<file path="src/rtl/rtq_pkg.sv">
// Shared types, codes and constants of the release time queue.
package rtq_pkg;

  localparam int QUEUE_DEPTH_DEF  = 16;
  localparam int TASK_ID_BITS_DEF = 8;
  localparam int HALF_BITS        = 32;
  localparam int TIME_BITS        = 2 * HALF_BITS;
  localparam int STATUS_BITS      = 3;

  typedef logic [TIME_BITS-1:0] time_t;
  typedef logic [HALF_BITS-1:0] half_t;

  typedef enum logic [STATUS_BITS-1:0] {
    ST_QUEUED = 3'd0,
    ST_MISSED = 3'd1,
    ST_FULL   = 3'd2,
    ST_POPPED = 3'd3,
    ST_EMPTY  = 3'd4
  } status_t;

  localparam logic OP_DELAY = 1'b0;
  localparam logic OP_POP   = 1'b1;

  // Per-cycle command broadcast to every cell of the row.
  typedef struct packed {
    logic  ins;
    logic  pop;
    time_t new_release;
  } cell_ctrl_t;

endpackage

</file>
<file path="src/rtl/rtq_if.sv">
// Valid/ready channel interfaces for request and result words.
interface rtq_in_if #(
  parameter int TASK_ID_BITS = rtq_pkg::TASK_ID_BITS_DEF
);
  logic                          valid;
  logic                          ready;
  logic                          operation;
  logic [TASK_ID_BITS-1:0]       task_id;
  logic [rtq_pkg::HALF_BITS-1:0] release_high;
  logic [rtq_pkg::HALF_BITS-1:0] release_low;
  logic [rtq_pkg::TIME_BITS-1:0] current_time;

  modport source (output valid, operation, task_id, release_high, release_low,
                  current_time, input ready);
  modport sink   (input valid, operation, task_id, release_high, release_low,
                  current_time, output ready);
endinterface

interface rtq_out_if #(
  parameter int TASK_ID_BITS = rtq_pkg::TASK_ID_BITS_DEF
);
  logic                            valid;
  logic                            ready;
  logic [rtq_pkg::STATUS_BITS-1:0] status;
  logic [TASK_ID_BITS-1:0]         removed_task;
  logic                            head_valid;
  logic [TASK_ID_BITS-1:0]         head_task;
  logic [rtq_pkg::TIME_BITS-1:0]   head_release;
  logic                            timer_updated;
  logic [rtq_pkg::TIME_BITS-1:0]   timer_expiry;

  modport source (output valid, status, removed_task, head_valid, head_task,
                  head_release, timer_updated, timer_expiry, input ready);
  modport sink   (input valid, status, removed_task, head_valid, head_task,
                  head_release, timer_updated, timer_expiry, output ready);
endinterface

</file>
<file path="src/rtl/rtq_cell.sv">
// One slot of the sorted queue row: holds a release time and a task id.
module rtq_cell #(
  parameter int TASK_ID_BITS = rtq_pkg::TASK_ID_BITS_DEF,
  parameter int CNT_BITS     = 5,
  parameter int IDX          = 0
) (
  input  logic                    clk,
  input  rtq_pkg::cell_ctrl_t     ctrl,
  input  logic [TASK_ID_BITS-1:0] new_tid,
  input  logic [CNT_BITS-1:0]     count,
  input  rtq_pkg::time_t          left_release,
  input  logic [TASK_ID_BITS-1:0] left_tid,
  input  logic                    left_gt,
  input  rtq_pkg::time_t          right_release,
  input  logic [TASK_ID_BITS-1:0] right_tid,
  output rtq_pkg::time_t          rel_q,
  output logic [TASK_ID_BITS-1:0] tid_q,
  output logic                    gt
);
  import rtq_pkg::*;

  logic occupied;
  logic here;

  assign occupied = count > CNT_BITS'(IDX);
  // The new word goes before this slot; ties stay behind it.
  assign gt   = occupied && (ctrl.new_release < rel_q);
  assign here = gt || !occupied;

  always_ff @(posedge clk) begin
    if (ctrl.pop) begin
      rel_q <= right_release;
      tid_q <= right_tid;
    end else if (ctrl.ins) begin
      if (left_gt) begin
        rel_q <= left_release;
        tid_q <= left_tid;
      end else if (here) begin
        rel_q <= ctrl.new_release;
        tid_q <= new_tid;
      end
    end
  end

endmodule

</file>
<file path="src/rtl/release_time_queue_core.sv">
// Top level of the release time queue: control, timer and the row of cells.
//
//   channel | direction | handshake          | word
//   req     | in        | req.valid/ready    | operation, task, release, now
//   rsp     | out       | rsp.valid/ready    | status, head, timer expiry
//   cfg     | in        | cfg_we             | timer margin (32 bits)
//
// Each request passes through four steps: accept, check, the shift of the
// cell row, and the timer compare that loads the result register.
// A new request is taken while the previous result still waits in rsp.
// A stalled rsp holds the block in its timer step until the result moves.
// Reset (rst, synchronous) empties the queue and sets the expiry to all ones.
module release_time_queue_core #(
  parameter int QUEUE_DEPTH  = rtq_pkg::QUEUE_DEPTH_DEF,
  parameter int TASK_ID_BITS = rtq_pkg::TASK_ID_BITS_DEF
) (
  input  logic                     clk,
  input  logic                     rst,
  input  logic                     cfg_we,
  input  logic [rtq_pkg::HALF_BITS-1:0] cfg_wdata,
  rtq_in_if.sink                   req,
  rtq_out_if.source                rsp
);
  import rtq_pkg::*;

  localparam int CNT_BITS = $clog2(QUEUE_DEPTH + 1);

  typedef enum logic [1:0] {S_IDLE, S_CHECK, S_APPLY, S_TIMER} state_t;

  state_t                  state;
  logic                    op_r;
  logic [TASK_ID_BITS-1:0] tid_r;
  time_t                   rel_r;
  time_t                   now_r;
  status_t                 status_r;
  logic [TASK_ID_BITS-1:0] removed_r;
  logic [CNT_BITS-1:0]     count;
  time_t                   expiry;
  half_t                   margin;

  logic                    out_valid;
  status_t                 out_status;
  logic [TASK_ID_BITS-1:0] out_removed;
  logic                    out_head_valid;
  logic [TASK_ID_BITS-1:0] out_head_task;
  time_t                   out_head_release;
  logic                    out_updated;
  time_t                   out_expiry;

  time_t                   rel_arr [QUEUE_DEPTH];
  logic [TASK_ID_BITS-1:0] tid_arr [QUEUE_DEPTH];
  logic                    gt_arr  [QUEUE_DEPTH];
  cell_ctrl_t              ctrl;

  logic [TIME_BITS:0]      sum;
  time_t                   limit;
  logic                    lower;
  logic                    out_free;
  logic                    head_nonempty;

  assign req.ready = (state == S_IDLE);
  assign out_free  = !out_valid || rsp.ready;

  assign ctrl.ins         = (state == S_APPLY) && (status_r == ST_QUEUED);
  assign ctrl.pop         = (state == S_APPLY) && (status_r == ST_POPPED);
  assign ctrl.new_release = rel_r;

  assign sum   = {1'b0, expiry} + {{(TIME_BITS + 1 - HALF_BITS){1'b0}}, margin};
  assign limit = sum[TIME_BITS] ? {TIME_BITS{1'b1}} : sum[TIME_BITS-1:0];
  assign lower = (status_r == ST_QUEUED) && (rel_arr[0] < limit);
  assign head_nonempty = (count != '0);

  genvar g;
  generate
    for (g = 0; g < QUEUE_DEPTH; g++) begin : g_cell
      time_t                   l_rel, r_rel;
      logic [TASK_ID_BITS-1:0] l_tid, r_tid;
      logic                    l_gt;
      if (g == 0) begin : g_first
        assign l_rel = '0;
        assign l_tid = '0;
        assign l_gt  = 1'b0;
      end else begin : g_inner
        assign l_rel = rel_arr[g-1];
        assign l_tid = tid_arr[g-1];
        assign l_gt  = gt_arr[g-1];
      end
      if (g == QUEUE_DEPTH - 1) begin : g_last
        assign r_rel = rel_arr[g];
        assign r_tid = tid_arr[g];
      end else begin : g_body
        assign r_rel = rel_arr[g+1];
        assign r_tid = tid_arr[g+1];
      end
      rtq_cell #(
        .TASK_ID_BITS (TASK_ID_BITS),
        .CNT_BITS     (CNT_BITS),
        .IDX          (g)
      ) u_cell (
        .clk           (clk),
        .ctrl          (ctrl),
        .new_tid       (tid_r),
        .count         (count),
        .left_release  (l_rel),
        .left_tid      (l_tid),
        .left_gt       (l_gt),
        .right_release (r_rel),
        .right_tid     (r_tid),
        .rel_q         (rel_arr[g]),
        .tid_q         (tid_arr[g]),
        .gt            (gt_arr[g])
      );
    end
  endgenerate

  always_ff @(posedge clk) begin
    if (rst) begin
      margin <= '0;
    end else if (cfg_we) begin
      margin <= cfg_wdata;
    end
  end

  always_ff @(posedge clk) begin
    if (rst) begin
      state     <= S_IDLE;
      count     <= '0;
      expiry    <= {TIME_BITS{1'b1}};
      out_valid <= 1'b0;
    end else begin
      unique case (state)
        S_IDLE: begin
          if (out_valid && rsp.ready) out_valid <= 1'b0;
          if (req.valid) begin
            op_r  <= req.operation;
            tid_r <= req.task_id;
            rel_r <= {req.release_high, req.release_low};
            now_r <= req.current_time;
            state <= S_CHECK;
          end
        end
        S_CHECK: begin
          if (out_valid && rsp.ready) out_valid <= 1'b0;
          removed_r <= ((op_r == OP_POP) && (count != '0)) ? tid_arr[0] : '0;
          if (op_r == OP_DELAY) begin
            if (rel_r <= now_r) begin
              status_r <= ST_MISSED;
            end else if (count == CNT_BITS'(QUEUE_DEPTH)) begin
              status_r <= ST_FULL;
            end else begin
              status_r <= ST_QUEUED;
            end
          end else if (count == '0) begin
            status_r <= ST_EMPTY;
          end else begin
            status_r <= ST_POPPED;
          end
          state <= S_APPLY;
        end
        S_APPLY: begin
          if (out_valid && rsp.ready) out_valid <= 1'b0;
          if (status_r == ST_QUEUED) count <= count + 1'b1;
          if (status_r == ST_POPPED) count <= count - 1'b1;
          state <= S_TIMER;
        end
        S_TIMER: begin
          // Wait here until the result register is free.
          if (out_free) begin
            if (lower) expiry <= rel_arr[0];
            out_valid        <= 1'b1;
            out_status       <= status_r;
            out_removed      <= removed_r;
            out_head_valid   <= head_nonempty;
            out_head_task    <= head_nonempty ? tid_arr[0] : '0;
            out_head_release <= head_nonempty ? rel_arr[0] : '0;
            out_updated      <= lower;
            out_expiry       <= lower ? rel_arr[0] : expiry;
            state            <= S_IDLE;
          end
        end
        default: state <= S_IDLE;
      endcase
    end
  end

  assign rsp.valid         = out_valid;
  assign rsp.status        = out_status;
  assign rsp.removed_task  = out_removed;
  assign rsp.head_valid    = out_head_valid;
  assign rsp.head_task     = out_head_task;
  assign rsp.head_release  = out_head_release;
  assign rsp.timer_updated = out_updated;
  assign rsp.timer_expiry  = out_expiry;

endmodule

</file>
<file path="src/flat_wrapper.sv">
// flat-port wrapper written by rule: the top's interface ports become plain ports
module release_time_queue_core_flat import rtq_pkg::*;
#(
  parameter int QUEUE_DEPTH  = rtq_pkg::QUEUE_DEPTH_DEF,
  parameter int TASK_ID_BITS = rtq_pkg::TASK_ID_BITS_DEF
)
  (clk, rst, cfg_we, cfg_wdata, req_valid, req_operation, req_task_id, req_release_high, req_release_low, req_current_time, req_ready, rsp_valid, rsp_status, rsp_removed_task, rsp_head_valid, rsp_head_task, rsp_head_release, rsp_timer_updated, rsp_timer_expiry, rsp_ready);
  rtq_in_if #(.TASK_ID_BITS(TASK_ID_BITS)) req_i ();
  rtq_out_if #(.TASK_ID_BITS(TASK_ID_BITS)) rsp_i ();
  input  logic clk;
  input  logic rst;
  input  logic cfg_we;
  input  logic [rtq_pkg::HALF_BITS-1:0] cfg_wdata;
  input wire logic [$bits(req_i.valid)-1:0] req_valid;
  input wire logic [$bits(req_i.operation)-1:0] req_operation;
  input wire logic [$bits(req_i.task_id)-1:0] req_task_id;
  input wire logic [$bits(req_i.release_high)-1:0] req_release_high;
  input wire logic [$bits(req_i.release_low)-1:0] req_release_low;
  input wire logic [$bits(req_i.current_time)-1:0] req_current_time;
  output wire logic [$bits(req_i.ready)-1:0] req_ready;
  output wire logic [$bits(rsp_i.valid)-1:0] rsp_valid;
  output wire logic [$bits(rsp_i.status)-1:0] rsp_status;
  output wire logic [$bits(rsp_i.removed_task)-1:0] rsp_removed_task;
  output wire logic [$bits(rsp_i.head_valid)-1:0] rsp_head_valid;
  output wire logic [$bits(rsp_i.head_task)-1:0] rsp_head_task;
  output wire logic [$bits(rsp_i.head_release)-1:0] rsp_head_release;
  output wire logic [$bits(rsp_i.timer_updated)-1:0] rsp_timer_updated;
  output wire logic [$bits(rsp_i.timer_expiry)-1:0] rsp_timer_expiry;
  input wire logic [$bits(rsp_i.ready)-1:0] rsp_ready;
  assign req_i.valid = req_valid;
  assign req_i.operation = req_operation;
  assign req_i.task_id = req_task_id;
  assign req_i.release_high = req_release_high;
  assign req_i.release_low = req_release_low;
  assign req_i.current_time = req_current_time;
  assign req_ready = req_i.ready;
  assign rsp_valid = rsp_i.valid;
  assign rsp_status = rsp_i.status;
  assign rsp_removed_task = rsp_i.removed_task;
  assign rsp_head_valid = rsp_i.head_valid;
  assign rsp_head_task = rsp_i.head_task;
  assign rsp_head_release = rsp_i.head_release;
  assign rsp_timer_updated = rsp_i.timer_updated;
  assign rsp_timer_expiry = rsp_i.timer_expiry;
  assign rsp_i.ready = rsp_ready;
  release_time_queue_core #(.QUEUE_DEPTH(QUEUE_DEPTH), .TASK_ID_BITS(TASK_ID_BITS)) u_core (.clk(clk), .rst(rst), .cfg_we(cfg_we), .cfg_wdata(cfg_wdata), .req(req_i), .rsp(rsp_i));
endmodule
</file>
<file path="config.mk">
export PLATFORM = sky130hd
export DESIGN_NAME = release_time_queue_core_flat
export DESIGN_NICKNAME = d
export VERILOG_FILES = /design/src/rtl/rtq_pkg.sv /design/src/rtl/rtq_if.sv /design/src/rtl/rtq_cell.sv /design/src/rtl/release_time_queue_core.sv /design/src/flat_wrapper.sv
export SDC_FILE = /design/constraint.sdc
export NUM_CORES = 2
export LEC_CHECK = 0
export BUFFER_PORTS_ARGS = -buffer_cell sky130_fd_sc_hd__buf_2
export CAP_MARGIN = 20
export CORE_ASPECT_RATIO = 0.8
export CORE_UTILIZATION = 58
export CTS_CLUSTER_SIZE = 28
export DETAILED_ROUTE_END_ITERATION = 12
export PLACE_DENSITY = 0.78
export SLEW_MARGIN = 10
export SYNTH_ARGS = -nofsm -noshare
export SYNTH_HDL_FRONTEND = slang
export SYNTH_HIERARCHICAL = 1
export SYNTH_SLANG_ARGS = --single-unit
</file>
<file path="constraint.sdc">
create_clock -name clk -period 10.7 [get_ports clk]
set_clock_uncertainty 0.15 [all_clocks]
set_input_delay 1.07 -clock clk [delete_from_list [all_inputs] [get_ports clk]]
set_output_delay 1.07 -clock clk [all_outputs]
set_load 0.05 [all_outputs]
</file>
* After elaboration in Yosys (flattened, before gate mapping) *
Cells that the tools add are included.

cells by class
  add/subtract/negate cells = 3
  $lt $le $gt $ge = 34
  equal/unequal tests = 8
  muxes and demuxes = 136
  bitwise operators = 2
  reduce and logical (&&, ||, !) cells = 101

operators by type and width
  operator             number
  $mux 64              63
  $lt 64x64->1         17
  $mux 8               61
  $add 64x32->65       1
  $le 64x64->1         1
  $reduce_bool 3->1    14
  $gt 5x4->1 const B   8
  $reduce_and 2->1     20
  $logic_and 1x1->1    21
  $gt 5x3->1 const B   4
  $logic_not 1->1      17
  $logic_or 1x1->1     17
  $gt 5x1->1 const B   2
  $gt 5x2->1 const B   2
  $mux 5               2
  $mux 3               3
  $reduce_and 3->1     3
  $pmux 2 s4           1
  $reduce_bool 2->1    4
  $mux 2               3
  $add 5x1->5 const B  1
  $eq 5x5->1 const B   1
  $logic_not 5->1      1
  $reduce_bool 5->1    1
  other kinds (12)     16

word-level totals
  bits in registers = 1553
  output and inout bits = 151
  logic and storage cells = 334

* Depth between registers and ports, before layout *
  depth in word-level cells = 7
  mapped depth = 24
  mapped depth without buffers = 21

* By module *
Netlist, hierarchy kept.

by module, submodules not included
  module                                   times used  cells each  area an instance (µm²)
  release_time_queue_core                  1           1783        19762.7
  rtq_cell (u_core.g_cell[13].u_cell ...)  2           542         5260.0
  rtq_cell (u_core.g_cell[11].u_cell ...)  2           543         5248.8
  rtq_cell (u_core.g_cell[10].u_cell ...)  2           544         5241.3
  rtq_cell (u_core.g_cell[8].u_cell)       1           543         5280.1
  rtq_cell (u_core.g_cell[2].u_cell)       1           539         5268.8
  rtq_cell (u_core.g_cell[0].u_cell)       1           546         5257.5
  rtq_cell (u_core.g_cell[6].u_cell)       1           544         5252.5
  rtq_cell (u_core.g_cell[4].u_cell)       1           544         5245.0
  rtq_cell (u_core.g_cell[14].u_cell)      1           543         5237.5
  rtq_cell (u_core.g_cell[15].u_cell)      1           541         5235.0
  rtq_cell (u_core.g_cell[7].u_cell)       1           543         5232.5
  rtq_cell (u_core.g_cell[9].u_cell)       1           543         5203.7
  rtq_cell (u_core.g_cell[5].u_cell)       1           542         5200.0

* Worst setup path before layout *
OpenSTA, ideal clock, no wires.

  kind = register to register
  start point = register u_core.rel_r[29]
  end point = register u_core.g_cell[4].u_cell.rel_q[0] (enable)
  arrival time = 9441 ps
  required time = 9851 ps
  slack = 410 ps
  cell stages (with the launch flop) = 9
  path buffers = 0
  path through = edfxtp_1 -> ha_1 -> a21oi_1 -> o21ai_1 -> a2111oi_0 -> nand3_1 -> o21ai_1 -> a21oi_1 -> o41ai_1

on the way
  cells in the longest elaborated chain, start to end = 5

RTL lines
  what                             line                            source
  start: declaration               release_time_queue_core.sv:33   time_t rel_r;
  start signal: assignment         release_time_queue_core.sv:137  rel_r <= {req.release_high, req.release_low};
  $lt 64x64->1                     rtq_cell.sv:27                  assign gt = occupied && (ctrl.new_release < rel_q);
  $logic_and 1x1->1                rtq_cell.sv:27
  $logic_or 1x1->1                 rtq_cell.sv:28                  assign here = gt || !occupied;
  $reduce_bool 3->1 (no line) (*)  -
  $reduce_and 2->1 (no line) (*)   -
  end signal: assignment           rtq_cell.sv:32                  rel_q <= right_release;
  end signal: assignment           rtq_cell.sv:36                  rel_q <= left_release;
  end signal: assignment           rtq_cell.sv:39                  rel_q <= ctrl.new_release;
  end: declaration                 rtq_cell.sv:16                  output rtq_pkg::time_t rel_q,

Every way passes the cells marked *; elsewhere a longest branch is shown, timed or not.
A chain may end at the register's enable or synchronous reset.

* Final worst setup path *
  start point = register u_core.expiry[0]
  end point = register u_core.expiry[61]

on the way
  cells in the longest elaborated chain, start to end = 5

RTL lines
  what                      line                            source
  start: declaration        release_time_queue_core.sv:38   time_t expiry;
  start signal: assignment  release_time_queue_core.sv:128  expiry <= {TIME_BITS{1'b1}};
  start signal: assignment  release_time_queue_core.sv:169  if (lower) expiry <= rel_arr[0];
  $add 64x32->65            release_time_queue_core.sv:68   assign sum = {1'b0, expiry} + {{(TIME_BITS + 1 - HALF_BITS){1'b0}}, margin};
  $mux 64                   release_time_queue_core.sv:69   assign limit = sum[TIME_BITS] ? {TIME_BITS{1'b1}} : sum[TIME_BITS-1:0];
  $lt 64x64->1              release_time_queue_core.sv:70   assign lower = (status_r == ST_QUEUED) && (rel_arr[0] < limit);
  $logic_and 1x1->1         release_time_queue_core.sv:70
  $mux 64                   -

Every way passes these cells.

==> impl_metrics.env <==
export IMPL_end_kind="flip-flop"
export IMPL_routed_wl_mm=282
export IMPL_cts_buffers_inserted=168
export IMPL_place_congestion=0.915
export IMPL_drc=2
export IMPL_synth_avg_cell_area_um2=9.90
export IMPL_min_period_ns=7.43
export IMPL_yosysWarningCount=6
export IMPL_violations="DRC"
export IMPL_status="finished, violations left"
export IMPL_die_w_um=475
export IMPL_rsz0062_at_grt="false"
export IMPL_grt_first_pass_wirelength_mm=445
export IMPL_tns_ns=0
export IMPL_period_share_pct=69.4
export IMPL_cts_sinks=1553
export IMPL_critical_path_max_fanout=41
export IMPL_finalHoldViolations=0
export IMPL_ios=325
export IMPL_critPathArrivalTime_ns=7.94
export IMPL_slew_headroom_pct=8.52
export IMPL_pre_cts_slack_ns=3.57
export IMPL_overflow=0
export IMPL_path_class="reg2reg"
export IMPL_rows=138
export IMPL_drv_cap=0
export IMPL_fillers=13900
export IMPL_drtIter0Drc=7960
export IMPL_clk_latency_ns=0.82
export IMPL_postCtsSetupBuffers=0
export IMPL_worstHoldPathType="in2reg"
export IMPL_die_y_um=380
export IMPL_layout_drive_gt1_share_pct=7.60
export IMPL_hpwlAfterDp_mm=203
export IMPL_antenna_found_initial=15
export IMPL_cts_tree="yes"
export IMPL_ant_nets=0
export IMPL_grt_pass1_vias=83800
export IMPL_coreArea_um2=177000
export IMPL_cts_repair_resized=0
export IMPL_power_leakage_uw=0.0441
export IMPL_dr_pass1_iters=12
export IMPL_htreeDepth=4
export IMPL_syn_cell_area_um2=104000
export IMPL_clockBufferDepth=3
export IMPL_startpoint_type="flip-flop"
export IMPL_utilization_pct=64.0
export IMPL_avgRoutedWirePerCell_um=21.3
export IMPL_cts_hold_buf=0
export IMPL_start_util_pct=58.5
export IMPL_required_ns=11.22
export IMPL_slew_violations=0
export IMPL_cts_root_buf="clkbuf_16"
export IMPL_die_area_um2=180000
export IMPL_final_nets=12100
export IMPL_viasPerCell=6.20
export IMPL_numPortBuffers=324
export IMPL_max_freq_mhz=135
export IMPL_vias=82100
export IMPL_grt_max_degree=289
export IMPL_netlist_instances=10500
export IMPL_pwr_density_cell_nw_per_um2=167
export IMPL_setup_slack_ns=3.27
export IMPL_grt_usage_pct=30.6
export IMPL_setup_violations=0
export IMPL_tightest_slew_ns=1.36
export IMPL_path_clk_slew_ns=0.06
export IMPL_peakVddDrop_mv=0.147
export IMPL_synthToLayoutAreaGrowth_pct=9.38
[worst paths after layout]
kind / startpoint / endpoint / slack (ns) / cells after the start
setup / recovery: u_core/expiry[0] / u_core/expiry[61] / 3.27 / 23
setup reg to reg: u_core/expiry[0] / u_core/expiry[61] / 3.27 / 23
hold reg to reg: u_core/removed_r[3] / u_core/rsp.removed_task[3] / 0.27 / 0
hold / removal: req_release_low[13] / u_core/rel_r[13] / 0.27 / 1
[placed cells by master, fill, tap and decap left out, types with 104 or more instances in the layout]
master,n
nand2_1,1546
edfxtp_1,1449
mux2i_1,1196
inv_1,1178
ha_1,1175
o21ai_0,1143
a21oi_1,470
o21ai_1,344
buf_2,323
nor2_1,241
nand4_1,178
clkbuf_16,170
buf_4,139
nand3_1,107
dfxtp_1,104
[cell type report]
cell class                 count  area [um^2]  area share, %
antenna                        7         17.5         0.0154
clock buffer                 199         4370           3.86
clock inverter               103          985          0.868
inverter                    1182         4440           3.91
multi-input combinational   7350        52200           46.0
sequential                  1553        45600           40.2
tap                         2380         2980           2.63
timing repair buffer         472         2840           2.50
[metal layers]
layer	up-vias	wire length (um)	GRT usage (%)
li1	38100	-	-
met4	8	7840	9.66
met3	577	20900	4.89
met2	3090	134000	50.5
met1	40300	119000	41.1
met5	-	55	0
[flip-flops by register name, summed over array words and instances (netlist names)]
| register | count |
|---|---|
| u_core/rsp.removed_task | 8 |
| u_core/rsp.timer_expiry | 64 |
| u_core/rsp.head_release | 64 |
| u_core/rsp.head_valid | 1 |
| u_core/rsp.status | 3 |
| u_core/rsp.head_task | 8 |
| u_core/g_cell.u_cell/tid_q | 128 |
| u_core/expiry | 64 |
| u_core/status_r | 3 |
| u_core/g_cell.u_cell/rel_q | 1024 |
| u_core/tid_r | 8 |
| u_core/rel_r | 64 |
| u_core/now_r | 64 |
| u_core/state | 2 |
| u_core/margin | 32 |
| u_core/count | 5 |
| u_core/op_r | 1 |
| u_core/rsp.valid | 1 |
| u_core/removed_r | 8 |
| u_core/rsp.timer_updated | 1 |
[worst max-delay path, cell delays in order (launching register included)]
cell       delay (ns)
dfxtp_1          0.33
ha_1             0.20
fa_1             0.27
a211oi_1         0.10
o21ai_1          0.35
o211ai_1         0.23
a211oi_2         0.50
o211a_1          0.29
nor2_1           0.06
buf_4            0.21
nor3_2           0.55
nand3_1          0.17
mux2i_1          0.20
ha_1             0.27
nand4_1          0.13
a21oi_1          0.06
a2111oi_0        0.47
a21oi_1          0.18
nor3_1           0.66
o21ai_0          0.35
a21oi_4          0.24
and2_2           0.55
buf_4            0.53
o211ai_1         0.15
[where the power goes]
part | leakage (uW) | internal [uW] | switching [uW]
sequential | 0.0140 | 7620 | 494
clock | 0.00262 | 3250 | 2590
combinational | 0.0276 | 1740 | 3200
[per-stage QoR]
stage	hold WS, ns	area [um^2]	total power [uW]	instances
after CTS	0.223	113000	18900	13200
after detailed placement	0.256	108000	13000	12900
after global routing	0.235	113000	19800	13200
after floorplan	0.250	104000	11500	10500
final	0.271	113000	18900	13200
after global placement	0.252	108000	12700	12900
(Power assumes the default switching activity.)
